## src/rtl/bknc_pkg.sv

```systemverilog
// shared types and constants for the station-keyed name cache
package bknc_pkg;

   localparam int ENTRIES     = 16;
   localparam int SLOT_W      = (ENTRIES > 1) ? $clog2(ENTRIES) : 1;
   localparam int CHUNKS      = 4;
   localparam int CHUNK_W     = 2;
   localparam int NAME_ADDR_W = SLOT_W + CHUNK_W;
   localparam int NAME_DEPTH  = ENTRIES * CHUNKS;
   localparam int MAX_NAME    = 32;
   localparam int LEN_W       = 6;

   typedef enum logic [1:0] {
      CMD_PUT   = 2'd0,
      CMD_GET   = 2'd1,
      CMD_CLEAR = 2'd2,
      CMD_NONE  = 2'd3
   } cmd_type;

   localparam logic [1:0] STATUS_DONE   = 2'd0;
   localparam logic [1:0] STATUS_REJECT = 2'd1;
   localparam logic [1:0] STATUS_LOOKUP = 2'd2;

   typedef struct packed {
      logic [1:0]       command;
      logic [47:0]      station_key;
      logic [LEN_W-1:0] name_length;
      logic [1:0]       chunk_number;
      logic [63:0]      chunk_bytes;
      logic             chunk_final;
      logic [31:0]      timestamp;
   } req_type;

   typedef struct packed {
      logic             hit;
      logic [1:0]       status;
      logic [LEN_W-1:0] found_length;
      logic [1:0]       out_chunk_number;
      logic [63:0]      out_chunk_bytes;
      logic             run_last;
   } rsp_type;

   typedef enum logic [2:0] {
      S_IDLE,
      S_SCAN,
      S_PICK,
      S_WRITE,
      S_READ,
      S_LOAD,
      S_RESP
   } state_type;

   typedef struct packed {
      logic               capture;
      logic               scan_en;
      logic [SLOT_W-1:0]  scan_idx;
      logic               write_en;
      logic               commit;
      logic               read_en;
      logic               load_en;
      logic [CHUNK_W-1:0] chunk_idx;
   } ctl_type;

   typedef struct packed {
      logic               needs_scan;
      logic               put_commit;
      logic               get_hit;
      logic [CHUNK_W-1:0] last_chunk;
   } sts_type;

endpackage

```

## src/rtl/bknc_ctrl.sv

```systemverilog
// controller state machine for the name cache
module bknc_ctrl
   import bknc_pkg::*;
(
   input  logic    clock,
   input  logic    reset,
   input  logic    req_valid,
   output logic    req_ready,
   output logic    rsp_valid,
   input  logic    rsp_ready,
   input  sts_type st,
   output ctl_type ctl
);

   state_type          state_ff, state_in;
   logic [SLOT_W-1:0]  idx_ff, idx_in;
   logic [CHUNK_W-1:0] chunk_ff, chunk_in;
   logic               scan_done;
   logic               more_chunks;

   assign scan_done   = (idx_ff == SLOT_W'(ENTRIES - 1));
   assign more_chunks = st.get_hit && (chunk_ff != st.last_chunk);

   always_comb begin
      state_in = state_ff;
      idx_in   = idx_ff;
      chunk_in = chunk_ff;
      unique case (state_ff)
         S_IDLE: begin
            idx_in   = '0;
            chunk_in = '0;
            if (req_valid) begin
               state_in = st.needs_scan ? S_SCAN : S_RESP;
            end
         end
         S_SCAN: begin
            idx_in = idx_ff + 1'b1;
            if (scan_done) begin
               state_in = S_PICK;
            end
         end
         S_PICK: begin
            if (st.put_commit) begin
               state_in = S_WRITE;
            end else if (st.get_hit) begin
               state_in = S_READ;
            end else begin
               state_in = S_RESP;
            end
         end
         S_WRITE: begin
            chunk_in = chunk_ff + 1'b1;
            if (chunk_ff == CHUNK_W'(CHUNKS - 1)) begin
               state_in = S_RESP;
            end
         end
         S_READ: begin
            state_in = S_LOAD;
         end
         S_LOAD: begin
            state_in = S_RESP;
         end
         S_RESP: begin
            if (rsp_ready) begin
               if (more_chunks) begin
                  chunk_in = chunk_ff + 1'b1;
                  state_in = S_READ;
               end else begin
                  state_in = S_IDLE;
               end
            end
         end
         default: begin
            state_in = S_IDLE;
         end
      endcase
   end

   always_comb begin
      req_ready     = 1'b0;
      rsp_valid     = 1'b0;
      ctl           = '0;
      ctl.scan_idx  = idx_ff;
      ctl.chunk_idx = chunk_ff;
      unique case (state_ff)
         S_IDLE: begin
            req_ready   = 1'b1;
            ctl.capture = req_valid;
         end
         S_SCAN: begin
            ctl.scan_en = 1'b1;
         end
         S_PICK: begin
         end
         S_WRITE: begin
            ctl.write_en = 1'b1;
            ctl.commit   = (chunk_ff == CHUNK_W'(CHUNKS - 1));
         end
         S_READ: begin
            ctl.read_en = 1'b1;
         end
         S_LOAD: begin
            ctl.load_en = 1'b1;
         end
         S_RESP: begin
            rsp_valid = 1'b1;
         end
         default: begin
         end
      endcase
   end

   always_ff @(posedge clock) begin
      if (reset) begin
         state_ff <= S_IDLE;
         idx_ff   <= '0;
         chunk_ff <= '0;
      end else begin
         state_ff <= state_in;
         idx_ff   <= idx_in;
         chunk_ff <= chunk_in;
      end
   end

   // final beat of an item returns to accepting
   assert property (@(posedge clock) disable iff (reset)
      (state_ff == S_RESP && rsp_ready && !more_chunks) |=> req_ready)
      else $error("ctrl: not ready after last beat");

   assert property (@(posedge clock) disable iff (reset)
      (state_ff == S_LOAD) |-> ($past(state_ff) == S_READ))
      else $error("ctrl: load without read");

   assert property (@(posedge clock) disable iff (reset)
      (state_ff == S_WRITE) |-> st.put_commit)
      else $error("ctrl: write outside a commit");

endmodule

```

## config.mk

```make
export PLATFORM = sky130hd
export DESIGN_NAME = bknc_ctrl
export DESIGN_NICKNAME = d
export VERILOG_FILES = /design/src/rtl/bknc_pkg.sv /design/src/rtl/bknc_ctrl.sv
export SDC_FILE = /design/constraint.sdc
export NUM_CORES = 1
export LEC_CHECK = 0
export BUFFER_PORTS_ARGS = -buffer_cell sky130_fd_sc_hd__buf_4
export CAP_MARGIN = 15
export CORE_MARGIN = 2
export CORE_UTILIZATION = 43
export CTS_CLUSTER_SIZE = 14
export DETAILED_ROUTE_END_ITERATION = 12
export MAX_ROUTING_LAYER = met4
export PLACE_DENSITY = 0.84
export SYNTH_ARGS = -nofsm -noshare
export SYNTH_HDL_FRONTEND = slang
export SYNTH_SLANG_ARGS = --single-unit
```

## constraint.sdc

```tcl
create_clock -name clock -period 1.1 [get_ports clock]
set_input_delay 0.22 -clock clock [delete_from_list [all_inputs] [get_ports clock]]
set_output_delay 0.22 -clock clock [all_outputs]
set_load 0.01 [all_outputs]
```

==> summary.txt <==
STA
  – RSZ-0062 raised after global routing: yes
  – Final critical delay including setup and external delays: ~1400 ps
  – Number of max-slew violations in the final report: 0
  – Highest achievable clock rate: 0.697 GHz
  – Final hold violations: 0
  – Final total negative setup slack: -3760 ps
  – Transition time at the pin with the least slew margin: slightly below 300 ps
  – Setup-violating endpoint count in the final report: 18
  – Max Clock Skew: 17.0 ps
  – Ratio of final minimum period to clock period: 130%
  – Slew Limit Headroom: 80.0%
  – Setup slack of the critical path after layout: -335 ps

Critical path
  – Type of element launching the critical path: flip-flop
  – Category of the worst setup path capture point: output pin
  – Critical-path maximum fanout: 7
  – Data arrival time of the critical path: 1220 ps
  – Worst Reg2Reg Path Length in Cells: 6
  – Required time reported for the critical path endpoint: between 800 and 900 ps
  – Category of the critical setup timing path: flip-flop to output pin

Die
  – Die height: 44.1 um
  – Floorplan die area: 1950 um2
  – Floorplan die width: 44.1 um
  – Site Rows: 14
  – Count of pins on the block boundary: 23
  – Core Footprint: 1510 um2
  – Initial core utilization: 45.9%

Layout
  – Leading cell types in the layout, fill and taps excluded: 37 x buf_4, 16 x buf_6, 8 x nand2_1, 7 x nor2_1
  – Post-layout util: 91.2%
  – Fin nets: 158
  – Synthesis-to-layout area growth: 98.6%
  – Filler cells: 62
  – Leading cell type in the layout, fill and taps excluded: buf_4
  – Fraction of final layout cells sized beyond drive strength 1: between 60% and 70%
  – Diodes inserted: 0

GRT
  – Total global routing overflow: 0
  – Number of global-route vias before repair: 847
  – Global-route track usage on met3: 3.67%
  – Largest net degree at the start of global routing: 12
  – Met2 track utilization from global routing: 44.7%
  – Combined global-route utilization of all metal layers: between 20% and 30%
  – Initial antenna violation count: 0
  – Layer with the highest usage after global routing: met2
  – First-pass GRT wire length: 3570 um
  – Met1 track demand over resource in global routing: 29.6%

Synthesis
  – Sequential-to-total area share from yosys stat: 26.0%
  – Number of synthesis warnings: 0
  – Number of flip-flops and latches in the synthesized netlist: 9
  – Synth top area share: 26.0%
  – EDFF count, synth: 0
  – Net Count, Synth: 105
  – Gate Count Post-Synth: between 90 and 100
  – Cells taking the most area after synthesis: dfxtp_1 26%, nand2_1 6.0%, nor2_1 6.0%, a21oi_1 5.1%, xnor2_1 3.8%
  – Area of the mapped netlist: 692 um2
  – Top_reg_cell synth: dfxtp_1
  – Avg Synthesized Cell Area: 7.36 um2
  – Cell variety after synth: 37
  – Area leader, netlist: dfxtp_1
  – Share of synthesized flip-flops with an asynchronous set or reset: 0%

Outcome
  – Violations in the final reports: negative setup slack
  – Run status: finished with violations

Routing
  – Final wirelength: 3070 um
  – ANT nets after route: 0
  – Via density per instance: 5.99
  – DRC viols: 0
  – First-pass iteration count of the detailed router: 4
  – Overall via count from detail_route: around 970
  – Starting DRC count in detailed routing: 27
  – Routed len/inst: about 19 um

Power and ir drop
  – Power, Total: 3.35 mW
  – Leakage: roughly 0.61 nW
  – Worst supply voltage drop on vdd: around 1800 uV
  – Cell area power density: between 2000 and 2500 nW/um2

Clocking
  – H-tree levels: 1
  – Post-CTS clock slew at the launch and capture registers of the worst setup and hold paths: 90 ps
  – Number of buffers inserted by hold repair at cts: 0
  – Maximum root-to-sink buffer count: 2
  – Clock latency reported for the late side of the worst-skew pair: 280 ps
  – Library cell used as clock root buffer: clkbuf_4
  – Num Clock Sinks: 9
  – Inserted Clock Buffers: 3
  – CTS tree: built

Placed design
  – Routability cong.: 0.822
  – Number of input and output port buffers inserted: 22
  – Half-perimeter wire length after placement: 1430 um

Hold path
  – Depth of the worst hold-timing path: 2
  – Path class of the lowest-slack min-delay path: primary input to flip-flop

Flow run
  – Number of max-capacitance violations reported: 0
-- synthesized netlist by cell type (all sizes together) (2+ instances only) --
master	n
nand2	11
nor2	11
dfxtp	9
a21oi	7
buf	5
inv	5
nand3	5
and3	3
xnor2	3
a22oi	2
a2bb2oi	2
clkbuf	2
ha	2
mux2i	2
nand2b	2
nand3b	2
o211ai	2
o22ai	2
-- per-stage QoR --
step                      std cells  setup WS (ps)  hold WS [ps]  instance area, um2
after CTS                       152           -289           195                1200
after global placement          142          -96.2           463                1030
after detailed placement        142           -134           470                1030
after global routing            162           -390           176                1370
final                           162           -335           191                1370
after floorplan                  94          -86.6           331                 772
-- metal layers --
layer  vias to the layer above  wire length, um
met4                         0              136
li1                        441                -
met3                        15              202
met1                       453             1210
met5                         -                0
met2                        62             1530
-- worst paths after layout --
path	from	end	slack [ps]
worst max-delay path	state_ff[0]	ctl[4]	-340
worst min-delay path	reset	idx_ff[2]	190
worst max register to register	state_ff[1]	idx_ff[3]	-230
worst min register to register	idx_ff[1]	idx_ff[1]	510
-- repair_timing --
item | 4_1_cts | 5_1_grt
resized for setup | 23 | 22
setup endpoints to repair | 18 | 19
gates cloned | 0 | 1
pin swaps | 10 | 13
setup buffers | 6 | 10
-- flip-flops by register name, indices dropped and copies added, names as in the netlist --
| register | cells |
|---|---|
| chunk_ff | 2 |
| state_ff | 3 |
| idx_ff | 4 |
-- layout make-up --
cell class	count	area (um2)	area share, %
repair buffers	55	498	36.2
well taps	16	20.0	1.46
clock buffers	4	26.3	1.91
flip-flops and latches	9	199	14.5
inverters	5	18.8	1.37
multi-input cells	73	612	44.5
-- logic make-up after synthesis --
group	count (synthesis)	share of synthesized area, %
AND/OR/NAND/NOR	40	28.4
buffers and inverters	12	7.59
AO/OA/AOI/OAI	24	24.8
flip-flops	9	26.0
XOR/XNOR	4	5.06
multiplexers	3	4.52
adder cells (fa/ha/maj)	2	3.62
-- report_power, final --
part           switching (mW)  internal [mW]  total [mW]
registers               0.151          0.428       0.579
clock network           0.145          0.140       0.285
logic                    1.09           1.39        2.49
-- critical path, cell delays in order (launching register included) --
cell	delay (ps)
dfxtp_4	390
buf_6	150
nand2_4	50
nor2_2	110
and2_1	130
buf_4	110
Power figures use the tool's default switching activity.
